## src/sv/sha_pkg.sv

```systemverilog
// ----------------------------------------------------------------------------
// sha_pkg
// Shared types, constants and round functions for the SHA-256 message digest.
// ----------------------------------------------------------------------------
package sha_pkg;

    localparam int unsigned NumRounds = 64;

    typedef logic [31:0] t_word;

    // Commands from the controller to the datapath.
    typedef struct packed {
        logic       load_byte;   // write one byte into the block buffer
        logic [7:0] byte_val;
        logic       count_len;   // add eight to the bit-length count
        logic       start_comp;  // begin compressing the full buffer
        logic       reinit;      // restore the initial chain and clear counts
    } t_dp_cmd;

    // Status from the datapath to the controller.
    typedef struct packed {
        logic        busy;       // compression in progress
        logic [5:0]  count;      // bytes buffered in the current block
        logic [63:0] bit_len;    // bits of message taken so far
    } t_dp_status;

    function automatic t_word round_k(input logic [5:0] idx);
        t_word k;
        unique case (idx)
            6'd0: k = 32'h428a2f98;  6'd1: k = 32'h71374491;
            6'd2: k = 32'hb5c0fbcf;  6'd3: k = 32'he9b5dba5;
            6'd4: k = 32'h3956c25b;  6'd5: k = 32'h59f111f1;
            6'd6: k = 32'h923f82a4;  6'd7: k = 32'hab1c5ed5;
            6'd8: k = 32'hd807aa98;  6'd9: k = 32'h12835b01;
            6'd10: k = 32'h243185be; 6'd11: k = 32'h550c7dc3;
            6'd12: k = 32'h72be5d74; 6'd13: k = 32'h80deb1fe;
            6'd14: k = 32'h9bdc06a7; 6'd15: k = 32'hc19bf174;
            6'd16: k = 32'he49b69c1; 6'd17: k = 32'hefbe4786;
            6'd18: k = 32'h0fc19dc6; 6'd19: k = 32'h240ca1cc;
            6'd20: k = 32'h2de92c6f; 6'd21: k = 32'h4a7484aa;
            6'd22: k = 32'h5cb0a9dc; 6'd23: k = 32'h76f988da;
            6'd24: k = 32'h983e5152; 6'd25: k = 32'ha831c66d;
            6'd26: k = 32'hb00327c8; 6'd27: k = 32'hbf597fc7;
            6'd28: k = 32'hc6e00bf3; 6'd29: k = 32'hd5a79147;
            6'd30: k = 32'h06ca6351; 6'd31: k = 32'h14292967;
            6'd32: k = 32'h27b70a85; 6'd33: k = 32'h2e1b2138;
            6'd34: k = 32'h4d2c6dfc; 6'd35: k = 32'h53380d13;
            6'd36: k = 32'h650a7354; 6'd37: k = 32'h766a0abb;
            6'd38: k = 32'h81c2c92e; 6'd39: k = 32'h92722c85;
            6'd40: k = 32'ha2bfe8a1; 6'd41: k = 32'ha81a664b;
            6'd42: k = 32'hc24b8b70; 6'd43: k = 32'hc76c51a3;
            6'd44: k = 32'hd192e819; 6'd45: k = 32'hd6990624;
            6'd46: k = 32'hf40e3585; 6'd47: k = 32'h106aa070;
            6'd48: k = 32'h19a4c116; 6'd49: k = 32'h1e376c08;
            6'd50: k = 32'h2748774c; 6'd51: k = 32'h34b0bcb5;
            6'd52: k = 32'h391c0cb3; 6'd53: k = 32'h4ed8aa4a;
            6'd54: k = 32'h5b9cca4f; 6'd55: k = 32'h682e6ff3;
            6'd56: k = 32'h748f82ee; 6'd57: k = 32'h78a5636f;
            6'd58: k = 32'h84c87814; 6'd59: k = 32'h8cc70208;
            6'd60: k = 32'h90befffa; 6'd61: k = 32'ha4506ceb;
            6'd62: k = 32'hbef9a3f7; default: k = 32'hc67178f2;
        endcase
        return k;
    endfunction

    function automatic t_word init_h(input logic [2:0] idx);
        t_word h;
        unique case (idx)
            3'd0: h = 32'h6a09e667; 3'd1: h = 32'hbb67ae85;
            3'd2: h = 32'h3c6ef372; 3'd3: h = 32'ha54ff53a;
            3'd4: h = 32'h510e527f; 3'd5: h = 32'h9b05688c;
            3'd6: h = 32'h1f83d9ab; default: h = 32'h5be0cd19;
        endcase
        return h;
    endfunction

    function automatic t_word rotr(input t_word x, input int unsigned n);
        return (x >> n) | (x << (32 - n));
    endfunction

    localparam logic [7:0] PadByte = 8'h80;
    localparam logic [5:0] LenPos  = 6'd56;

endpackage

```

## src/sv/sha_datapath.sv

```systemverilog
// ----------------------------------------------------------------------------
// sha_datapath
// Block buffer, bit-length count, chain words and the one-round-per-cycle
// compression unit with its rolling 16-word message schedule.
// ----------------------------------------------------------------------------
module sha_datapath (
    input  logic                i_clk,
    input  logic                i_rst_n,
    input  sha_pkg::t_dp_cmd    i_cmd,
    output sha_pkg::t_dp_status o_status,
    output logic [255:0]        o_chain
);
    import sha_pkg::*;

    // The block is kept as sixteen big-endian words; each byte lands in its lane.
    t_word       r_block [16];
    t_word       r_sched [16];
    t_word       r_chain [8];
    t_word       r_v     [8];
    logic [5:0]  r_count;
    logic [63:0] r_bit_len;
    logic        r_busy;
    logic        r_fold;
    logic [5:0]  r_round;

    t_word w_cur, w_new, t1, t2, x15, x2, s0, s1;

    always_comb begin
        x15 = r_sched[1];
        x2  = r_sched[14];
        s0  = rotr(x15, 7) ^ rotr(x15, 18) ^ (x15 >> 3);
        s1  = rotr(x2, 17) ^ rotr(x2, 19) ^ (x2 >> 10);
        w_new = r_sched[0] + s0 + r_sched[9] + s1;
        // Slot 0 holds the word for rounds 0-15; later rounds use w_new.
        w_cur = (r_round < 6'd16) ? r_sched[0] : w_new;
        t1 = r_v[7] + (rotr(r_v[4], 6) ^ rotr(r_v[4], 11) ^ rotr(r_v[4], 25))
           + ((r_v[4] & r_v[5]) ^ (~r_v[4] & r_v[6])) + round_k(r_round) + w_cur;
        t2 = (rotr(r_v[0], 2) ^ rotr(r_v[0], 13) ^ rotr(r_v[0], 22))
           + ((r_v[0] & r_v[1]) ^ (r_v[0] & r_v[2]) ^ (r_v[1] & r_v[2]));
    end

    always_ff @(posedge i_clk) begin
        if (i_cmd.load_byte) begin
            r_block[r_count[5:2]][31 - 8*r_count[1:0] -: 8] <= i_cmd.byte_val;
        end
        if (i_cmd.start_comp) begin
            for (int i = 0; i < 16; i++) begin
                r_sched[i] <= r_block[i];
            end
            for (int i = 0; i < 8; i++) begin
                r_v[i] <= r_chain[i];
            end
        end else if (r_busy) begin
            for (int i = 0; i < 15; i++) begin
                r_sched[i] <= r_sched[i+1];
            end
            r_sched[15] <= w_cur;
            r_v[7] <= r_v[6]; r_v[6] <= r_v[5]; r_v[5] <= r_v[4];
            r_v[4] <= r_v[3] + t1;
            r_v[3] <= r_v[2]; r_v[2] <= r_v[1]; r_v[1] <= r_v[0];
            r_v[0] <= t1 + t2;
        end
    end

    always_ff @(posedge i_clk) begin
        if (!i_rst_n || i_cmd.reinit) begin
            r_count   <= '0;
            r_bit_len <= '0;
            r_busy    <= 1'b0;
            r_fold    <= 1'b0;
            r_round   <= '0;
            for (int i = 0; i < 8; i++) begin
                r_chain[i] <= init_h(3'(i));
            end
        end else begin
            r_fold <= 1'b0;
            if (i_cmd.load_byte) begin
                r_count <= r_count + 6'd1;
            end
            if (i_cmd.count_len) begin
                r_bit_len <= r_bit_len + 64'd8;
            end
            if (i_cmd.start_comp) begin
                r_busy  <= 1'b1;
                r_round <= '0;
            end else if (r_busy) begin
                r_round <= r_round + 6'd1;
                if (r_round == 6'(NumRounds - 1)) begin
                    r_busy <= 1'b0;
                    r_fold <= 1'b1;
                end
            end
            if (r_fold) begin
                for (int i = 0; i < 8; i++) begin
                    r_chain[i] <= r_chain[i] + r_v[i];
                end
            end
        end
    end

    always_comb begin
        o_status.busy    = r_busy | r_fold;
        o_status.count   = r_count;
        o_status.bit_len = r_bit_len;
        for (int i = 0; i < 8; i++) begin
            o_chain[255-32*i -: 32] = r_chain[i];
        end
    end

    assert property (@(posedge i_clk) disable iff (!i_rst_n)
        i_cmd.start_comp |-> !r_busy)
        else $error("compression started while busy");
    assert property (@(posedge i_clk) disable iff (!i_rst_n)
        r_busy |-> !i_cmd.load_byte)
        else $error("byte loaded during compression");
    assert property (@(posedge i_clk) disable iff (!i_rst_n)
        r_fold |-> !r_busy)
        else $error("fold overlaps rounds");
endmodule

```

## src/sv/sha_ctrl.sv

```systemverilog
// ----------------------------------------------------------------------------
// sha_ctrl
// Sequencer: feeds message bytes, padding and length into the datapath,
// starts compressions and hands the digest out in four beats.
// ----------------------------------------------------------------------------
module sha_ctrl (
    input  logic                i_clk,
    input  logic                i_rst_n,
    input  logic                i_in_valid,
    output logic                o_in_ready,
    input  logic [31:0]         i_data_word,
    input  logic [2:0]          i_valid_bytes,
    input  logic                i_is_last,
    output logic                o_out_valid,
    input  logic                i_out_ready,
    output logic [1:0]          o_part_index,
    output sha_pkg::t_dp_cmd    o_cmd,
    input  sha_pkg::t_dp_status i_status
);
    import sha_pkg::*;

    typedef enum logic [2:0] {
        S_IDLE, S_BYTES, S_PAD, S_LEN, S_COMP, S_OUT
    } t_state;

    t_state      r_state, r_ret;
    logic [31:0] r_word;
    logic [2:0]  r_nbytes;
    logic [1:0]  r_bidx;
    logic        r_last;
    logic [2:0]  r_lidx;
    logic [63:0] r_len;
    logic [1:0]  r_part;
    logic        r_started;
    logic        r_padded;
    logic [2:0]  cnt_in;
    logic        full_next;

    assign cnt_in    = (i_valid_bytes > 3'd4) ? 3'd4 : i_valid_bytes;
    assign full_next = (i_status.count == 6'd63);

    always_comb begin
        o_cmd = '0;
        unique case (r_state)
            S_BYTES: begin
                o_cmd.load_byte = 1'b1;
                o_cmd.count_len = 1'b1;
                o_cmd.byte_val  = r_word[31 - 8*r_bidx -: 8];
            end
            S_PAD: begin
                o_cmd.load_byte = 1'b1;
                o_cmd.byte_val  = r_started ? 8'h00 : PadByte;
            end
            S_LEN: begin
                o_cmd.load_byte = 1'b1;
                o_cmd.byte_val  = r_len[63 - 8*r_lidx -: 8];
            end
            S_COMP:  o_cmd.start_comp = !r_started;
            S_OUT:   o_cmd.reinit = i_out_ready && r_part == 2'd3;
            default: ;
        endcase
    end

    assign o_in_ready   = (r_state == S_IDLE);
    assign o_out_valid  = (r_state == S_OUT);
    assign o_part_index = r_part;

    always_ff @(posedge i_clk) begin
        if (!i_rst_n) begin
            r_state   <= S_IDLE;
            r_ret     <= S_IDLE;
            r_bidx    <= '0;
            r_lidx    <= '0;
            r_part    <= '0;
            r_started <= 1'b0;
            r_padded  <= 1'b0;
            r_last    <= 1'b0;
            r_nbytes  <= '0;
        end else begin
            unique case (r_state)
                S_IDLE: if (i_in_valid) begin
                    r_word   <= i_data_word;
                    r_nbytes <= cnt_in;
                    r_last   <= i_is_last;
                    r_bidx   <= '0;
                    r_padded <= 1'b0;
                    if (cnt_in != 3'd0) begin
                        r_state <= S_BYTES;
                    end else if (i_is_last) begin
                        r_state   <= S_PAD;
                        r_started <= 1'b0;
                    end
                end
                S_BYTES: begin
                    r_bidx <= r_bidx + 2'd1;
                    priority if ({1'b0, r_bidx} + 3'd1 == r_nbytes) begin
                        r_ret     <= r_last ? S_PAD : S_IDLE;
                        r_state   <= full_next ? S_COMP : (r_last ? S_PAD : S_IDLE);
                        r_started <= 1'b0;
                    end else if (full_next) begin
                        r_ret     <= S_BYTES;
                        r_state   <= S_COMP;
                        r_started <= 1'b0;
                    end
                end
                S_PAD: begin
                    // First pass writes 0x80, later passes write zeros.
                    r_padded <= 1'b1;
                    if (!r_started) begin
                        r_len <= i_status.bit_len;
                    end
                    priority if (full_next) begin
                        r_ret     <= S_PAD;
                        r_state   <= S_COMP;
                        r_started <= 1'b0;
                    end else if (i_status.count + 6'd1 == LenPos) begin
                        r_state   <= S_LEN;
                        r_lidx    <= '0;
                        r_started <= 1'b1;
                    end else begin
                        r_started <= 1'b1;
                    end
                end
                S_LEN: begin
                    r_lidx <= r_lidx + 3'd1;
                    if (r_lidx == 3'd7) begin
                        r_ret     <= S_OUT;
                        r_state   <= S_COMP;
                        r_started <= 1'b0;
                        r_part    <= '0;
                    end
                end
                S_COMP: begin
                    if (r_started && !i_status.busy) begin
                        r_state <= r_ret;
                        // Returning to padding after 0x80 went out: zeros only.
                        r_started <= (r_ret == S_PAD) && r_padded;
                    end else begin
                        r_started <= 1'b1;
                    end
                end
                S_OUT: if (i_out_ready) begin
                    r_part <= r_part + 2'd1;
                    if (r_part == 2'd3) begin
                        r_state <= S_IDLE;
                    end
                end
                default: r_state <= S_IDLE;
            endcase
        end
    end

    assert property (@(posedge i_clk) disable iff (!i_rst_n)
        o_out_valid && !i_out_ready |=> o_out_valid && $stable(r_part))
        else $error("digest beat dropped");
    assert property (@(posedge i_clk) disable iff (!i_rst_n)
        o_in_ready |-> !i_status.busy)
        else $error("input taken during compression");
    assert property (@(posedge i_clk) disable iff (!i_rst_n)
        o_cmd.reinit |-> r_part == 2'd3)
        else $error("reinit before final beat");
endmodule

```

## src/sv/sha256_message_digest.sv

```systemverilog
// ----------------------------------------------------------------------------
// sha256_message_digest
// SHA-256 over a byte stream, digest returned as four 64-bit beats.
// ----------------------------------------------------------------------------
// Usage: each input beat carries up to four message bytes in tdata[31:0],
// first byte in bits 31..24, the byte count in tdata[34:32] (values above
// four count as four) and the end-of-message flag on tlast. Bytes are written
// into a 64-byte buffer one per cycle, pausing while a full block is
// compressed, and no new beat is taken until the bytes of the last one are
// all in. Each full block is compressed at one round per cycle: a start
// step, 64 rounds, a fold into the chain words and a return to the step it
// interrupted. On tlast the block appends 0x80, zeros and the 64-bit
// big-endian bit length (one byte per cycle, pausing to compress a full
// block, an extra block when needed), then presents the digest as four
// output beats, most significant quarter first, tuser giving the quarter
// index and tlast marking the fourth.
// A stalled receiver holds the current beat; no new input is taken until the
// digest is fully delivered, after which the state returns to the standard
// initial hash values. Synchronous reset does the same at once.
// ----------------------------------------------------------------------------
module sha256_message_digest (
    input  logic        i_clk,
    input  logic        i_rst_n,
    input  logic        s_axis_tvalid,
    output logic        s_axis_tready,
    input  logic [39:0] s_axis_tdata,   // data_word[31:0], valid_bytes[34:32], zeros
    input  logic        s_axis_tlast,   // is_last
    output logic        m_axis_tvalid,
    input  logic        m_axis_tready,
    output logic [63:0] m_axis_tdata,   // digest_part[63:0]
    output logic [1:0]  m_axis_tuser,   // part_index[1:0]
    output logic        m_axis_tlast    // last_part
);
    import sha_pkg::*;

    t_dp_cmd      cmd;
    t_dp_status   status;
    logic [255:0] chain;
    logic [1:0]   part;

    sha_ctrl u_ctrl (
        .i_clk         (i_clk),
        .i_rst_n       (i_rst_n),
        .i_in_valid    (s_axis_tvalid),
        .o_in_ready    (s_axis_tready),
        .i_data_word   (s_axis_tdata[31:0]),
        .i_valid_bytes (s_axis_tdata[34:32]),
        .i_is_last     (s_axis_tlast),
        .o_out_valid   (m_axis_tvalid),
        .i_out_ready   (m_axis_tready),
        .o_part_index  (part),
        .o_cmd         (cmd),
        .i_status      (status)
    );

    sha_datapath u_dp (
        .i_clk    (i_clk),
        .i_rst_n  (i_rst_n),
        .i_cmd    (cmd),
        .o_status (status),
        .o_chain  (chain)
    );

    assign m_axis_tdata = chain[255 - 64*part -: 64];
    assign m_axis_tuser = part;
    assign m_axis_tlast = (part == 2'd3);
endmodule

```

## config.mk

```make
export PLATFORM = sky130hd
export DESIGN_NAME = sha256_message_digest
export DESIGN_NICKNAME = d
export VERILOG_FILES = /design/src/sv/sha_pkg.sv /design/src/sv/sha_datapath.sv /design/src/sv/sha_ctrl.sv /design/src/sv/sha256_message_digest.sv
export SDC_FILE = /design/constraint.sdc
export NUM_CORES = 2
export LEC_CHECK = 0
export BUFFER_PORTS_ARGS = -buffer_cell sky130_fd_sc_hd__buf_2
export CORE_MARGIN = 2
export CORE_UTILIZATION = 50
export CTS_CLUSTER_SIZE = 24
export DETAILED_ROUTE_END_ITERATION = 7
export PLACE_DENSITY = 0.74
export SLEW_MARGIN = 10
export SYNTH_ARGS = -nofsm -noshare
export SYNTH_HDL_FRONTEND = slang
export SYNTH_SLANG_ARGS = --single-unit
```

## constraint.sdc

```tcl
create_clock -name i_clk -period 33.8 [get_ports i_clk]
set_clock_uncertainty 0.1 [all_clocks]
set_input_delay 5.07 -clock i_clk [delete_from_list [all_inputs] [get_ports i_clk]]
set_output_delay 5.07 -clock i_clk [all_outputs]
set_load 0.03 [all_outputs]
```

==> run_results.csv <==
group,metric,value,unit
critical_path,crit_path_max_fanout,5,
floorplan,die-area,0.193,mm^2
sta,slew_viol_final,0,
route,avgViaCountPerCell,6.09,
grt,grt_start_max_net_pins,155,
logic_synthesis,synthFlopType,"edfxtp_1",
sta,rsz0062_at_grt,"no",
critical_path,startpoint_type,"flop",
cells_and_area,fillers,15200,
clock_network,insertion_delay,0.87,ns
run_status,failed_checks,"design-rule violations",
sta,min_period_over_period,35.1,%
logic_synthesis,synth_seq_cells,1755,
route,num_vias,64200,
grt,antenna_found_initial,11,
route,drtIter0Drc,7785,
critical_path,crit_path_max_incr_delay,0.76,ns
clock_network,cts.repair.resized,0,
floorplan,core_area,0.188,mm^2
critical_path,worstReg2RegEnd,"u_dp.r_v[0][31]",
logic_synthesis,avgSynthCellArea,12.1,um^2
critical_path,reg2reg_depth,37,
cells_and_area,areaGrowthSynthToFinish,9.85,%
route,drt-total-wl,267000,um
place,dp_hpwl,192000,um
sta,slew-limit-headroom,13.4,%
place,portBuffers,108,
clock_network,hold_buffers,0,
logic_synthesis,netlist_area,0.0948,mm^2
clock_network,ctsRootBufferMaster,"clkbuf_16",
grt,first_global_vias,62300,
sta,finalWorstSetupSlack,21.92,ns
critical_path,critPathKind,"flop to flop",
clock_network,cts_setup_buffers,0,
critical_path,r2r-start,"u_dp.r_sched[0][459]",
critical_path,startpoint,"u_dp.r_sched[0][459]",
run_status,status,"finished with violations",
sta,tightest_slew,1.29,ns
critical_path,slowest_stage,"xor2_1",
grt,grt_use_total,27.3,%
sta,whs,0.361,ns
sta,period_minus_slack,11.88,ns
clock_network,cts_tree,"yes",
critical_path,worstPathRequired,34.22,ns
grt,grt.overflow.total,0,
place,place_congestion,1.05,
critical_path,crit_top_cell,"nor2_1",
route,wire_per_inst,25.3,um
floorplan,placement_rows,159,
critical_path,crit_path_end_kind,"flop",
sta,finalHoldViolCount,0,
floorplan,die_y,439,um
critical_path,critPathArrivalTime,12.30,ns
logic_synthesis,synth_nets,8483,
critical_path,crit_path_end,"u_dp.r_v[0][31]",
clock_network,clock_tree.htree_level_count,4,
route,ant_nets,0,
sta,finalSetupViolations,0,
logic_synthesis,synth.distinct_cells,98,
clock_network,clk_path_buf_depth,3,
logic_synthesis,yosysWarnings,0,
grt,grt_pass1_wl,394000,um
cells_and_area,fin_nets,8543,
min_path,worstHoldStart,"u_dp.r_bit_len[63]",
clock_network,clock-sinks,1755,
cells_and_area,layout-drive-gt1-share,14.6,%
floorplan,start_util,50.4,%
clock_network,cts.reportedPaths.clkPinSlew,0.06,ns
logic_synthesis,synth_edf_count,1629,
run,drv_cap,0,
route,firstDrtPassIters,8,
floorplan,die_w,439,um
critical_path,reg2reg_slack,21.92,ns
logic_synthesis,synth-async-reset-ratio,0,%
logic_synthesis,synthCells,7845,
route,drc,4,
place,pre_cts_ws,22.15,ns
floorplan,io_pins,114,
sta,tns,0,ns
clock_network,cts_buffers,180,
sta,fmax,84.2,MHz
min_path,hp-class,"flop to flop",
logic_synthesis,yosysSeqAreaShare,54.3,%
-- cell type report --
type | count | area (um^2) | share of cell area [%]
Timing Repair Buffer | 213 | 1340 | 1.29
Sequential cell | 1755 | 51400 | 49.4
Inverter | 384 | 1440 | 1.38
Clock buffer | 210 | 4620 | 4.43
Antenna cell | 3 | 7.51 | 0.00721
Tap cell | 2495 | 3120 | 3.00
Multi-Input combinational cell | 5371 | 40700 | 39.1
Clock inverter | 119 | 1420 | 1.37
-- cell usage after synthesis (43+ instances only) --
master / n / area [um^2]
edfxtp_1: 1629 / 48900
nand2_1: 975 / 3660
nor2_1: 546 / 2050
mux2_2: 539 / 6070
ha_1: 398 / 4980
a21oi_1: 395 / 1980
o21ai_0: 384 / 1920
inv_1: 383 / 1440
xnor2_1: 350 / 3070
clkbuf_1: 303 / 1140
xor2_1: 257 / 2250
fa_1: 195 / 3900
a21o_1: 191 / 1430
dfxtp_1: 126 / 2520
nand3_1: 90 / 450
nor3_1: 87 / 435
mux4_2: 86 / 1940
nand2b_1: 78 / 488
nor2b_1: 72 / 450
a211oi_1: 55 / 413
and3_1: 52 / 325
o21a_1: 52 / 390
or3_1: 47 / 294
nand4_1: 45 / 282
a31oi_1: 43 / 269
-- critical path, delay by kind of cell, from the launching register on --
kind                       cells  cell delay (ns)
xor gates and xnor gates       6             1.96
AOI/OAI and AO/OA             14             4.17
DFF                            1             0.52
adders and majority gates      7             3.00
and+or+nand+nor                9             1.65
buffers and inverters          1             0.08
-- per-stage QoR --
stage	util, %	cell area (um^2)	std cells
after global placement	52.2	98100	10200
after detailed placement	52.2	98100	10200
final	55.4	104000	10600
after CTS	55.4	104000	10500
after global routing	55.4	104000	10500
after floorplan	-	94800	7845
-- placed cells by master (no fill, tap or decap), types with 51 or more instances in the layout --
| cell | netlist | final |
|---|---|---|
| a211oi_1 | 55 | 55 |
| a21o_1 | 191 | 191 |
| a21oi_1 | 395 | 395 |
| and3_1 | 52 | 51 |
| buf_2 | 6 | 108 |
| buf_4 | 0 | 104 |
| clkbuf_16 | 0 | 180 |
| dfxtp_1 | 126 | 123 |
| edfxtp_1 | 1629 | 1629 |
| fa_1 | 195 | 195 |
| ha_1 | 398 | 398 |
| inv_1 | 383 | 380 |
| mux2_2 | 539 | 539 |
| mux4_2 | 86 | 86 |
| nand2_1 | 975 | 972 |
| nand2b_1 | 78 | 76 |
| nand3_1 | 90 | 90 |
| nor2_1 | 546 | 540 |
| nor2b_1 | 72 | 72 |
| nor3_1 | 87 | 87 |
| o21a_1 | 52 | 51 |
| o21ai_0 | 384 | 384 |
| xnor2_1 | 350 | 349 |
| xor2_1 | 257 | 257 |
-- worst min path at each step --
stage	end	slack [ns]	depth (start not counted)
6_report	u_ctrl.r_len[63]	0.36	0
5_1_grt	u_ctrl.r_len[63]	0.37	0
4_1_cts	u_ctrl.r_len[63]	0.36	0
3_5_place_dp	u_ctrl.r_len[63]	0.34	0
3_3_place_gp	u_ctrl.r_len[63]	0.34	0
2_1_floorplan	u_ctrl.r_len[63]	0.33	0
-- sequential cells by signal, summed over array words and instances (netlist names), named ones only --
signal               cells
u_dp.r_v               256
u_ctrl.o_part_index      2
u_ctrl.r_ret             3
u_ctrl.r_len            61
u_dp.r_sched           512
u_ctrl.r_state           3
u_dp.r_fold              1
u_dp.r_chain           256
u_dp.r_busy              1
u_ctrl.r_nbytes          3
u_ctrl.r_padded          1
u_dp.r_bit_len          61
u_dp.r_block           512
u_dp.r_count             6
u_ctrl.r_word           32
u_ctrl.r_bidx            2
u_ctrl.r_started         1
u_dp.r_round             6
u_ctrl.r_last            1
u_ctrl.r_lidx            3
-- cell families (layout without fill, tap and decap cells) --
logic type	Yosys count	count (layout)	share of synthesized area, %
other	0	3	0
buffers and inverters	719	926	2.86
XOR/XNOR	608	608	5.62
adder cells (fa/ha/maj)	612	612	9.57
flip-flops	1755	1755	54.3
AO/OA/AOI/OAI	1413	1413	9.30
multiplexers	652	652	8.73
AND/OR/NAND/NOR	2086	2086	9.66
-- per-layer routing --
layer / part of all wire (%) / track usage, %
met4: 5.0 / 12.4
met3: 9.8 / 4.72
met5: 0.025 / 0
met1: 40 / 37.8
met2: 45 / 42.2
Power is left out: the tool's default activity adds up to more than one toggle a clock period on the data nets, which glitch-free logic cannot reach.
